===== src/rtl/core/meter_lcd_frame_decoder_core_assert.svh =====
// Assertion macros for the meter LCD frame decoder core
`ifndef METER_LCD_FRAME_DECODER_CORE_ASSERT_SVH
`define METER_LCD_FRAME_DECODER_CORE_ASSERT_SVH
// Implication checked on every clock edge outside reset
`define MLFD_ASSERT_IMP(label, clk, rst, ante, cons, msg) \
  label: assert property (@(posedge clk) disable iff (rst) (ante) |-> (cons)) \
    else $error(msg);
// Implication whose consequent is checked in the next cycle
`define MLFD_ASSERT_NEXT(label, clk, rst, ante, cons, msg) \
  label: assert property (@(posedge clk) disable iff (rst) (ante) |=> (cons)) \
    else $error(msg);
`endif


===== src/rtl/core/mlfd_pkg.sv =====
// Shared types and constants of the meter LCD frame decoder
`timescale 1ns / 1ps
package mlfd_pkg;
  localparam logic [7:0] HdrFirst  = 8'h5A;
  localparam logic [7:0] HdrSecond = 8'hA5;
  localparam logic [7:0] SegMask   = 8'hEF;
  localparam logic [7:0] DotBit    = 8'h10;

  localparam logic [1:0] KindNum    = 2'd0;
  localparam logic [1:0] KindOpen   = 2'd1;
  localparam logic [1:0] KindText   = 2'd2;
  localparam logic [1:0] KindReject = 2'd3;

  localparam logic [3:0] UNone = 4'd0;
  localparam logic [3:0] UV    = 4'd1;
  localparam logic [3:0] UMv   = 4'd2;
  localparam logic [3:0] UOhm  = 4'd3;
  localparam logic [3:0] UKohm = 4'd4;
  localparam logic [3:0] UMohm = 4'd5;
  localparam logic [3:0] UF    = 4'd6;
  localparam logic [3:0] UNf   = 4'd7;
  localparam logic [3:0] UUf   = 4'd8;
  localparam logic [3:0] UMf   = 4'd9;
  localparam logic [3:0] UA    = 4'd10;
  localparam logic [3:0] UMa   = 4'd11;
  localparam logic [3:0] UUa   = 4'd12;
  localparam logic [3:0] UDeg  = 4'd13;

  localparam logic [3:0] ChA = 4'd10;
  localparam logic [3:0] ChU = 4'd11;
  localparam logic [3:0] ChT = 4'd12;
  localparam logic [3:0] ChO = 4'd13;
  localparam logic [3:0] ChL = 4'd14;
  localparam logic [3:0] ChE = 4'd15;

  // Measurement mode indexes
  localparam logic [3:0] ModeAuto    = 4'd0;
  localparam logic [3:0] ModeVolt    = 4'd1;
  localparam logic [3:0] ModeVoltImp = 4'd2;
  localparam logic [3:0] ModeOhm     = 4'd3;
  localparam logic [3:0] ModeOhmVolt = 4'd4;
  localparam logic [3:0] ModeCap     = 4'd5;
  localparam logic [3:0] ModeBare    = 4'd6;
  localparam logic [3:0] ModeCont    = 4'd7;
  localparam logic [3:0] ModeTemp    = 4'd8;
  localparam logic [3:0] ModeAmpHi   = 4'd9;
  localparam logic [3:0] ModeAmpHi2  = 4'd10;
  localparam logic [3:0] ModeMaLo    = 4'd11;
  localparam logic [3:0] ModeMaLo2   = 4'd12;

  localparam logic [3:0] ModeMax = 4'd12;
  localparam int QueueDepth = 2;

  // Captured frame bytes 2..8 with the mode in force
  typedef struct packed {
    logic [3:0]     mode;
    logic [6:0][7:0] body;
  } frame_t;

  // One decoded result
  typedef struct packed {
    logic [1:0]         kind;
    logic [3:0]         unit_code;
    logic signed [24:0] value_milli;
    logic [2:0]         frac_places;
    logic [3:0][3:0]    chars;
  } reading_t;

  // Map a masked segment pattern to its character; bit 4 flags an unknown code
  function automatic logic [4:0] seg_decode(input logic [7:0] m);
    logic [4:0] c;
    case (m)
      8'h00, 8'hEB: c = 5'd0;
      8'h0A: c = 5'd1;
      8'hAD: c = 5'd2;
      8'h8F: c = 5'd3;
      8'h4E: c = 5'd4;
      8'hC7: c = 5'd5;
      8'hE7: c = 5'd6;
      8'h8A: c = 5'd7;
      8'hEF: c = 5'd8;
      8'hCF: c = 5'd9;
      8'hEE: c = 5'd10;
      8'h23: c = 5'd11;
      8'h65: c = 5'd12;
      8'h27: c = 5'd13;
      8'h61: c = 5'd14;
      8'hE5: c = 5'd15;
      default: c = 5'd16;
    endcase
    return c;
  endfunction
endpackage


===== src/rtl/core/meter_lcd_frame_decoder_core.sv =====
// Top level of the meter LCD frame decoder
//  channel  | handshake                 | payload
//  input    | in_valid / in_stall       | rx_data
//  config   | cfg_write                 | cfg_data (mode)
//  output   | out_valid / out_stall     | kind .. changed
// One byte is accepted per cycle unless stalled; a completed frame is pushed into
// a two-entry frame queue and reaches the output through a two-stage back end.
// Reset is synchronous and clears the hunt, the queue and the held reading.
// Only the last byte of a frame can stall, when the frame queue is full.
`timescale 1ns / 1ps
`include "meter_lcd_frame_decoder_core_assert.svh"
module meter_lcd_frame_decoder_core import mlfd_pkg::*; (
  input  logic               clk,
  input  logic               rst,
  input  logic               cfg_write,
  input  logic [3:0]         cfg_data,
  input  logic               in_valid,
  output logic               in_stall,
  input  logic [7:0]         rx_data,
  output logic               out_valid,
  input  logic               out_stall,
  output logic [1:0]         kind,
  output logic [3:0]         unit_code,
  output logic signed [24:0] value_milli,
  output logic [2:0]         frac_places,
  output logic [3:0]         char_first,
  output logic [3:0]         char_second,
  output logic [3:0]         char_third,
  output logic [3:0]         char_fourth,
  output logic               changed
);
  logic [3:0] meter_mode;
  logic restart;
  logic fv, qfull, qv, qtake;
  frame_t fin, fout;

  // Accept only valid mode writes
  assign restart = cfg_write && (cfg_data <= ModeMax);
  always_ff @(posedge clk) begin
    if (rst) meter_mode <= 4'd0;
    else if (restart) meter_mode <= cfg_data;
  end

  mlfd_front u_front (
    .clk, .rst, .in_valid, .in_stall, .rx_data, .mode(meter_mode), .restart,
    .frame_valid(fv), .frame(fin), .frame_stall(qfull)
  );
  mlfd_queue u_queue (
    .clk, .rst, .wr_valid(fv), .full(qfull), .wr_data(fin),
    .rd_valid(qv), .rd_take(qtake), .rd_data(fout)
  );
  mlfd_back u_back (
    .clk, .rst, .restart, .frm_valid(qv), .frm_take(qtake), .frm(fout),
    .out_valid, .out_stall, .kind, .unit_code, .value_milli, .frac_places,
    .char_first, .char_second, .char_third, .char_fourth, .changed
  );

  `MLFD_ASSERT_IMP(a_no_push_full, clk, rst, qfull, !fv, "push into full queue")
  `MLFD_ASSERT_IMP(a_reject_clean, clk, rst, out_valid && kind == KindReject,
    !changed && value_milli == 25'sd0, "rejected frame carries data")
  `MLFD_ASSERT_NEXT(a_mode_range, clk, rst, 1'b1, meter_mode <= ModeMax, "mode out of range")
endmodule


===== src/rtl/core/mlfd_front.sv =====
// Front end: header hunt and frame capture
`timescale 1ns / 1ps
module mlfd_front import mlfd_pkg::*; (
  input  logic       clk,
  input  logic       rst,
  input  logic       in_valid,
  output logic       in_stall,
  input  logic [7:0] rx_data,
  input  logic [3:0] mode,
  input  logic       restart,
  output logic       frame_valid,
  output frame_t     frame,
  input  logic       frame_stall
);
  logic [3:0] frame_position;
  logic [6:0][7:0] body;
  logic take;

  // Stall only the last byte of a frame when the queue is full
  assign in_stall = frame_stall && (frame_position == 4'd8);
  assign take = in_valid && !in_stall;
  assign frame_valid = take && (frame_position == 4'd8);
  always_comb begin
    frame.mode = mode;
    frame.body = body;
    frame.body[6] = rx_data;
  end

  // Advance the header hunt and store frame bytes
  always_ff @(posedge clk) begin
    if (rst || restart) begin
      frame_position <= 4'd0;
    end else if (take) begin
      case (frame_position)
        4'd0: frame_position <= (rx_data == HdrFirst) ? 4'd1 : 4'd0;
        4'd1: frame_position <= (rx_data == HdrSecond) ? 4'd2 :
                                (rx_data == HdrFirst) ? 4'd1 : 4'd0;
        4'd8: frame_position <= 4'd0;
        default: frame_position <= frame_position + 4'd1;
      endcase
    end
  end

  always_ff @(posedge clk) begin
    if (take && frame_position >= 4'd2 && frame_position <= 4'd7) begin
      body[3'(frame_position - 4'd2)] <= rx_data;
    end
  end
endmodule


===== src/rtl/core/mlfd_queue.sv =====
// Two-entry frame queue between front and back
`timescale 1ns / 1ps
module mlfd_queue import mlfd_pkg::*; (
  input  logic   clk,
  input  logic   rst,
  input  logic   wr_valid,
  output logic   full,
  input  frame_t wr_data,
  output logic   rd_valid,
  input  logic   rd_take,
  output frame_t rd_data
);
  frame_t slot [QueueDepth];
  logic   wp, rp;
  logic [1:0] count;

  assign full = (count == 2'(QueueDepth));
  assign rd_valid = (count != 2'd0);
  assign rd_data = slot[rp];

  // Push at the write slot, pop at the read slot
  always_ff @(posedge clk) begin
    if (rst) begin
      wp <= 1'b0;
      rp <= 1'b0;
      count <= 2'd0;
    end else begin
      if (wr_valid) wp <= ~wp;
      if (rd_take) rp <= ~rp;
      count <= count + 2'(wr_valid) - 2'(rd_take);
    end
  end

  always_ff @(posedge clk) begin
    if (wr_valid) slot[wp] <= wr_data;
  end
endmodule


===== src/rtl/core/mlfd_back.sv =====
// Back end: segment decode, mode rules, change tracking and output register
`timescale 1ns / 1ps
module mlfd_back import mlfd_pkg::*; (
  input  logic   clk,
  input  logic   rst,
  input  logic   restart,
  input  logic   frm_valid,
  output logic   frm_take,
  input  frame_t frm,
  output logic   out_valid,
  input  logic   out_stall,
  output logic [1:0]         kind,
  output logic [3:0]         unit_code,
  output logic signed [24:0] value_milli,
  output logic [2:0]         frac_places,
  output logic [3:0]         char_first,
  output logic [3:0]         char_second,
  output logic [3:0]         char_third,
  output logic [3:0]         char_fourth,
  output logic               changed
);
  // Stage 1: decode into digits, unit and scale
  logic        s1_valid;
  logic        s1_ok;
  reading_t    s1_r;
  logic [13:0] s1_n;
  logic [2:0]  s1_sc;
  logic        s1_neg;
  logic        s1_num;

  logic [3:0] md;
  logic [7:0] f2, f6, f7, f8;
  logic [2:0] p;
  logic [3:0] unit;
  logic [3:0][3:0] ch;
  logic [4:0] code;
  logic [7:0] seg;
  logic bad, has_l, zero, neg, onemin, hic, loc, isres, iscur, ok;
  logic [2:0] alpha, fp, sc, imp;
  logic [1:0] knd;
  logic [1:0] dot;
  logic dot_any;
  logic [13:0] n;
  logic s1_go, s2_go;
  logic s2_valid;

  assign md = frm.mode;
  assign f2 = frm.body[0];
  assign f6 = frm.body[4];
  assign f7 = frm.body[5];
  assign f8 = frm.body[6];
  assign hic = (md == ModeAmpHi) || (md == ModeAmpHi2);
  assign loc = (md == ModeMaLo) || (md == ModeMaLo2);

  always_comb begin
    // Unit prefix and unit flags
    if (f6[6]) p = 3'd1;
    else if (f6[5]) p = 3'd2;
    else if (f6[4]) p = 3'd3;
    else if (f7[2]) p = 3'd4;
    else if (f7[0]) p = 3'd5;
    else p = 3'd0;
    if (f7[5]) unit = (p == 3'd1) ? UKohm : (p == 3'd4) ? UMohm : UOhm;
    else if (f7[4]) begin
      if (p == 3'd2) unit = UNf;
      else if (p == 3'd3) unit = UUf;
      else if (p == 3'd4 || p == 3'd5) unit = UMf;
      else unit = UF;
    end else if (f8[1]) unit = (p == 3'd5) ? UMv : UV;
    else if (f8[0]) begin
      if (hic) unit = UA;
      else if (loc) unit = UMa;
      else if (p == 3'd5) unit = UMa;
      else if (p == 3'd3) unit = UUa;
      else unit = UA;
    end else if (f8[5]) unit = UDeg;
    else if (f8[4]) unit = UV;
    else begin
      case (md)
        ModeBare: unit = UNone;
        ModeOhm: unit = UMohm;
        ModeCont: unit = UOhm;
        ModeCap: unit = UNf;
        ModeTemp: unit = UDeg;
        ModeMaLo, ModeMaLo2: unit = UMa;
        ModeAmpHi, ModeAmpHi2: unit = UA;
        default: unit = UV;
      endcase
    end

    // Digits through the segment table
    bad = 1'b0; has_l = 1'b0; zero = 1'b1; alpha = 3'd0; n = 14'd0;
    dot = 2'd0; dot_any = 1'b0;
    for (int i = 0; i < 4; i++) begin
      seg = (frm.body[i] & 8'hF0) | (frm.body[i+1] & 8'h0F);
      if (i < 3 && (seg & DotBit) != 8'h00) begin
        dot = 2'(i);
        dot_any = 1'b1;
      end
      code = seg_decode(seg & SegMask);
      if (code[4]) bad = 1'b1;
      ch[i] = code[3:0];
      if (code[3:0] > 4'd9) begin
        alpha = alpha + 3'd1;
        if (code[3:0] == ChL) has_l = 1'b1;
      end else begin
        if (code[3:0] != 4'd0) zero = 1'b0;
        n = 14'(n * 14'd10 + 14'(code[3:0]));
      end
    end

    isres = (unit == UOhm) || (unit == UKohm) || (unit == UMohm);
    iscur = (unit == UA) || (unit == UMa) || (unit == UUa);
    onemin = (md == ModeOhm) || (md == ModeOhmVolt) || (md == ModeCont) || isres;
    neg = f2[0];
    knd = KindNum; fp = 3'd0; sc = 3'd0; imp = 3'd0;
    if (alpha != 3'd0) begin
      if (has_l && dot_any) knd = KindOpen;
      else if (has_l && alpha == 3'd1) begin
        n = 14'd0; fp = 3'd1; sc = 3'd1; neg = 1'b0;
      end else knd = KindText;
    end else begin
      if (iscur) imp = 3'd4;
      else if (isres) imp = 3'd1;
      else if (md == ModeVoltImp && unit == UV) imp = 3'd1;
      if (imp != 3'd0 && hic && ch[0] != 4'd0) imp = 3'd2;
      if (!dot_any && imp != 3'd0) begin
        fp = imp; sc = imp;
      end else if (zero && !dot_any) begin
        neg = 1'b0;
        if (md == ModeTemp) fp = 3'd0;
        else if (onemin) begin fp = 3'd1; sc = 3'd1; end
        else if (md == ModeAuto) begin
          knd = KindText; ch = {ChO, ChT, ChU, ChA};
        end else if (md == ModeBare) begin
          knd = KindText; ch = {ChE, ChU, 4'd1, ChL};
        end else if (md == ModeMaLo2) fp = 3'd0;
        else begin fp = 3'd3; sc = 3'd3; end
      end else begin
        if (zero) neg = 1'b0;
        if (dot_any) begin fp = 3'd4 - 3'(dot); sc = fp; end
        else if (onemin) fp = 3'd1;
      end
    end

    if (knd == KindNum) begin
      if (hic) unit = UA;
      else if (loc) unit = UMa;
    end
    if (md == ModeOhm && !((unit == UOhm) || (unit == UKohm) || (unit == UMohm))) unit = UOhm;
    else if (md == ModeOhmVolt && !((unit == UV) || (unit == UMv)) &&
             !((unit == UOhm) || (unit == UKohm) || (unit == UMohm))) unit = UV;

    if (md == ModeAuto || knd == KindOpen) ok = 1'b1;
    else begin
      case (md)
        ModeVolt, ModeVoltImp: ok = (unit == UV) || (unit == UMv);
        ModeCap: ok = (unit >= UF) && (unit <= UMf);
        ModeBare: ok = (unit == UNone) || (knd == KindText && ch[0] == ChL &&
                       ch[1] == 4'd1 && ch[2] == ChU && ch[3] == ChE);
        ModeTemp: ok = (unit == UDeg);
        ModeAmpHi, ModeAmpHi2: ok = (unit == UA);
        ModeMaLo, ModeMaLo2: ok = (unit == UMa);
        default: ok = 1'b1;
      endcase
    end
    if (bad || (md == ModeTemp && has_l)) ok = 1'b0;
  end

  // Stage 2: scale, sign, compare with held reading, output register
  logic [23:0] mag;
  logic [26:0] rnd;
  reading_t    fin;
  reading_t    last_reading;
  logic        reading_held;

  always_comb begin
    // Divide by ten with rounding by reciprocal multiply: (n + 5) * 6554 / 65536
    rnd = 27'(({13'd0, s1_n} + 27'd5) * 27'd6554);
    case (s1_sc)
      3'd0: mag = 24'(s1_n) * 24'd1000;
      3'd1: mag = 24'(s1_n) * 24'd100;
      3'd2: mag = 24'(s1_n) * 24'd10;
      3'd3: mag = 24'(s1_n);
      default: mag = {13'd0, rnd[26:16]};
    endcase
    fin = s1_r;
    if (s1_num) begin
      fin.value_milli = s1_neg ? -$signed({1'b0, mag}) : $signed({1'b0, mag});
    end else begin
      fin.value_milli = 25'sd0;
      fin.frac_places = 3'd0;
    end
    if (!s1_ok) fin = '{kind: KindReject, default: '0};
  end

  assign s2_go = s1_valid && (!out_valid || !out_stall);
  assign s1_go = frm_valid && (!s1_valid || s2_go);
  assign frm_take = s1_go;

  always_ff @(posedge clk) begin
    if (rst) begin
      s1_valid <= 1'b0;
      out_valid <= 1'b0;
    end else begin
      if (s1_go) s1_valid <= 1'b1;
      else if (s2_go) s1_valid <= 1'b0;
      if (s2_go) out_valid <= 1'b1;
      else if (!out_stall) out_valid <= 1'b0;
    end
  end
  assign s2_valid = s1_valid;

  always_ff @(posedge clk) begin
    if (s1_go) begin
      s1_ok <= ok;
      s1_n <= n;
      s1_sc <= sc;
      s1_neg <= neg;
      s1_num <= (knd == KindNum);
      s1_r.kind <= knd;
      s1_r.unit_code <= unit;
      s1_r.value_milli <= 25'sd0;
      s1_r.frac_places <= fp;
      s1_r.chars <= ch;
    end
  end

  // Hold last reading and raise changed on a difference or when no reading is held
  always_ff @(posedge clk) begin
    if (rst || restart) begin
      reading_held <= 1'b0;
      if (rst) last_reading <= '0;
    end else if (s2_go && s2_valid && s1_ok) begin
      reading_held <= 1'b1;
      last_reading <= fin;
    end
  end

  always_ff @(posedge clk) begin
    if (s2_go) begin
      kind <= fin.kind;
      unit_code <= fin.unit_code;
      value_milli <= fin.value_milli;
      frac_places <= fin.frac_places;
      char_first <= fin.chars[0];
      char_second <= fin.chars[1];
      char_third <= fin.chars[2];
      char_fourth <= fin.chars[3];
      changed <= s1_ok && (!reading_held || fin != last_reading);
    end
  end
endmodule

===== config.mk =====
export PLATFORM = sky130hd
export DESIGN_NAME = meter_lcd_frame_decoder_core
export DESIGN_NICKNAME = d
export VERILOG_FILES = /design/src/rtl/core/mlfd_pkg.sv /design/src/rtl/core/meter_lcd_frame_decoder_core.sv /design/src/rtl/core/mlfd_front.sv /design/src/rtl/core/mlfd_queue.sv /design/src/rtl/core/mlfd_back.sv
export VERILOG_INCLUDE_DIRS = /design/src /design/src/rtl/core
export SDC_FILE = /design/constraint.sdc
export NUM_CORES = 1
export LEC_CHECK = 0
export CAP_MARGIN = 20
export CORE_ASPECT_RATIO = 0.9
export CORE_UTILIZATION = 35
export DETAILED_ROUTE_END_ITERATION = 8
export DONT_BUFFER_PORTS = 1
export GPL_ROUTABILITY_DRIVEN = 0
export MAX_ROUTING_LAYER = met4
export PLACE_DENSITY = 0.55
export SKIP_CTS_REPAIR_TIMING = 1
export SYNTH_ARGS = -nofsm -noshare
export SYNTH_HDL_FRONTEND = slang
export SYNTH_SLANG_ARGS = --single-unit

===== constraint.sdc =====
create_clock -name clk -period 24.7 [get_ports clk]
set_clock_uncertainty 0.05 [all_clocks]
set_input_delay 2.47 -clock clk [delete_from_list [all_inputs] [get_ports clk]]
set_output_delay 2.47 -clock clk [all_outputs]
set_load 0.01 [all_outputs]

==> metrics.cfg <==
[worst_setup_path]
start_kind = register
critPathTopFamily = adder cells
crit_path_max_fanout = 12
cp.required_ns = 24.98
cp_slowest_cell = nor4_1
path_class = register to register
path_buf_inv = 0
slowest_delay_ns = 0.90
regToRegSetupSlack_ns = 14.55
endpoint_kind = register
arrival_ns = 10.43

[clocking]
h-tree-depth = 1
clk_pin_slew_worst_paths_ns = 0.07
cts_buffers = 31
cts_tree = yes
clock_path_buffers = 3
cts-root-buf = clkbuf_16
cts.sinks = 293
clk_latency_ns = 0.61

[routing]
drc = 0
vias = 21900
drt_iter0_drc = 1893
dr.pass1.iters = 7
ant_nets = 0
wl_per_cell_um = 20.1
drt-total-wl_um = 76200
vias_per_cell = 5.79

[placed_design]
hpwl_um = 59700
portBuffers = 0

[die]
initial_core_util_pct = 35.6
die_y_um = 265
design.die.area_um2 = 77900
die_w_um = 294
placementRows = 95
core_um2 = 75400
io_pins = 70

[synth]
synth.largest_area_cell = edfxtp_1
syn-cell-area_um2 = 26900
synth_top_family_by_area = adder cells
synthXorXnorAreaFrac_pct = 3.77
synth-simple-area-share_pct = 19.1
synth_compound_area_share_pct = 16.9
synth_nets = 3158
synth_edf_count = 277
synthTopCellsByArea = edfxtp_1, ha_1, fa_1
muxShareOfSynthArea_pct = 2.67
syn_inst = 2766
synth-seq-cells = 293
synth_warnings = 0
synth_seq_area_share_pct = 32.2
netlist.area_leader.share_pct = 31.0
yosysUniqueCellTypes = 104
synth_fa_ha_area_share_pct = 20.7
ys.flop_type = edfxtp_1
avgSynthCellArea_um2 = 9.71
synthArstFlopShare_pct = 0

[timing]
report.final.slew_viol_count = 0
period_share_pct = 41.1
worst_pin_slew_ns = 1.12
final.setup.tns_ns = 0
max_slew_margin_pct = 24.3
fmax_mhz = 98.5
layout_min_cycle_time_ns = 10.15
hold_viol = 0
setup_viol = 0
grt_setup_unrepaired = no

[cells_and_area]
area_delta_synth_final_pct = 8.13
drive_above_1_share_pct = 5.75
post-route-util_pct = 38.5
final_nets = 3133

[global_routing]
grt_max_degree = 123
grt_pass1_vias = 21600
grt_pass1_wl_um = 121000
antenna_found_initial = 1
grtUsageTotal_pct = 19.9
grt_remaining_overflow = 0

[status]
status = complete, no violations

[worst_hold_path]
hold_class = register to register

[job]
max_cap_viol_count = 0

-- layer usage --
metal / global-route usage, % / vias to the layer above / wire length (µm)
met4: 4.32 / 0 / 1710
met3: 4.02 / 110 / 5180
li1: - / 10300 / -
met1: 25.8 / 10700 / 33800
met2: 32.2 / 759 / 35500
met5: - / - / 0
-- cells in the final DEF (no fill, tap or decap), types with 33 or more instances in the layout --
master / netlist / layout
and2_1: 35 / 34
nor2_1: 217 / 217
o21ai_0: 101 / 101
a21oi_1: 141 / 141
nand3_1: 81 / 81
nand3b_1: 39 / 39
inv_1: 221 / 221
and3_1: 45 / 45
nand2_1: 193 / 192
xnor2_1: 70 / 70
fa_1: 115 / 115
edfxtp_1: 277 / 277
ha_1: 260 / 260
xor2_1: 38 / 38
nor3_1: 97 / 97
nor2b_1: 38 / 36
mux2i_1: 41 / 41
nand2b_1: 33 / 33
-- metrics by stage --
step	setup WS, ns	instance area, µm²	hold WS (ns)	cells
2_1_floorplan	16.74	26900	0.371	2766
3_3_place_gp	14.92	27900	0.372	3722
3_5_place_dp	14.91	27900	0.379	3723
4_1_cts	14.86	29000	0.394	3780
5_1_grt	14.02	29000	0.397	3784
6_report	14.55	29000	0.392	3784
-- kinds of logic after synthesis --
family | Yosys count
buffers and inverters | 309
AO/OA/AOI/OAI | 646
XOR/XNOR | 111
adder cells (fa/ha/maj) | 375
flip-flops | 293
multiplexers | 64
AND/OR/NAND/NOR | 968
-- area by class of cell --
type	count	area [µm²]
Inverter	225	845
Clock buffer	34	787
Sequential cell	293	8640
Multi-Input combinational cell	2164	17000
Antenna cell	1	2.50
Fill cell	7491	46300
Tap cell	1018	1270
Clock inverter	23	289
Timing Repair Buffer	26	208
-- Yosys cell counts (26+ instances only) --
| library cell | instances |
|---|---|
| clkbuf_1 | 49 |
| a31oi_1 | 32 |
| inv_1 | 221 |
| or3_1 | 26 |
| xnor2_1 | 70 |
| fa_1 | 115 |
| nand2_1 | 193 |
| ha_1 | 260 |
| nand3b_1 | 39 |
| xor2_1 | 38 |
| and3_1 | 45 |
| a21oi_1 | 141 |
| nand2b_1 | 33 |
| nor3_1 | 97 |
| mux2i_1 | 41 |
| a21o_1 | 28 |
| and2_1 | 35 |
| nand3_1 | 81 |
| edfxtp_1 | 277 |
| o21ai_0 | 101 |
| nor2_1 | 217 |
| nor2b_1 | 38 |
| nand4_1 | 28 |
| o21a_1 | 28 |
| a211oi_1 | 27 |
-- final timing paths --
kind | depth (start not counted) | endpoint | from
min reg2reg | 0 | u_queue.slot[0][9] | u_front.frame[9]
max | 26 | u_back.changed | u_back.s1_n[0]
min | 0 | u_queue.slot[0][9] | u_front.frame[9]
max reg2reg | 26 | u_back.changed | u_back.s1_n[0]
-- sequential cells by signal, summed over array words and instances, names as in the netlist, 14 cells and up, named ones only --
register and flops:
u_back.last_reading 50, u_back.s1_n 14, u_back.s1_r 24, u_back.value_milli 25, u_front.frame 39, u_queue.slot 94
-- worst register-to-register path, stage by stage (launching register included) --
cell       delay (ns)
edfxtp_1         0.69
ha_1             0.39
a21oi_1          0.15
nor2b_1          0.25
nand2_1          0.11
xnor2_1          0.52
ha_1             0.38
fa_1             0.52
fa_1             0.52
fa_1             0.55
fa_1             0.51
ha_1             0.33
a211oi_1         0.33
nand2_1          0.14
o31ai_1          0.59
nor3_1           0.16
o31a_1           0.41
ha_1             0.35
mux2i_1          0.51
o211ai_1         0.19
nor4_1           0.90
o2111ai_1        0.27
a211oi_1         0.24
nor3b_1          0.23
nand4_1          0.12
nor4_1           0.30
a41oi_1          0.17
Power is not shown: default switching activity piles up to over one toggle a cycle in this logic, so the estimate is an artifact.
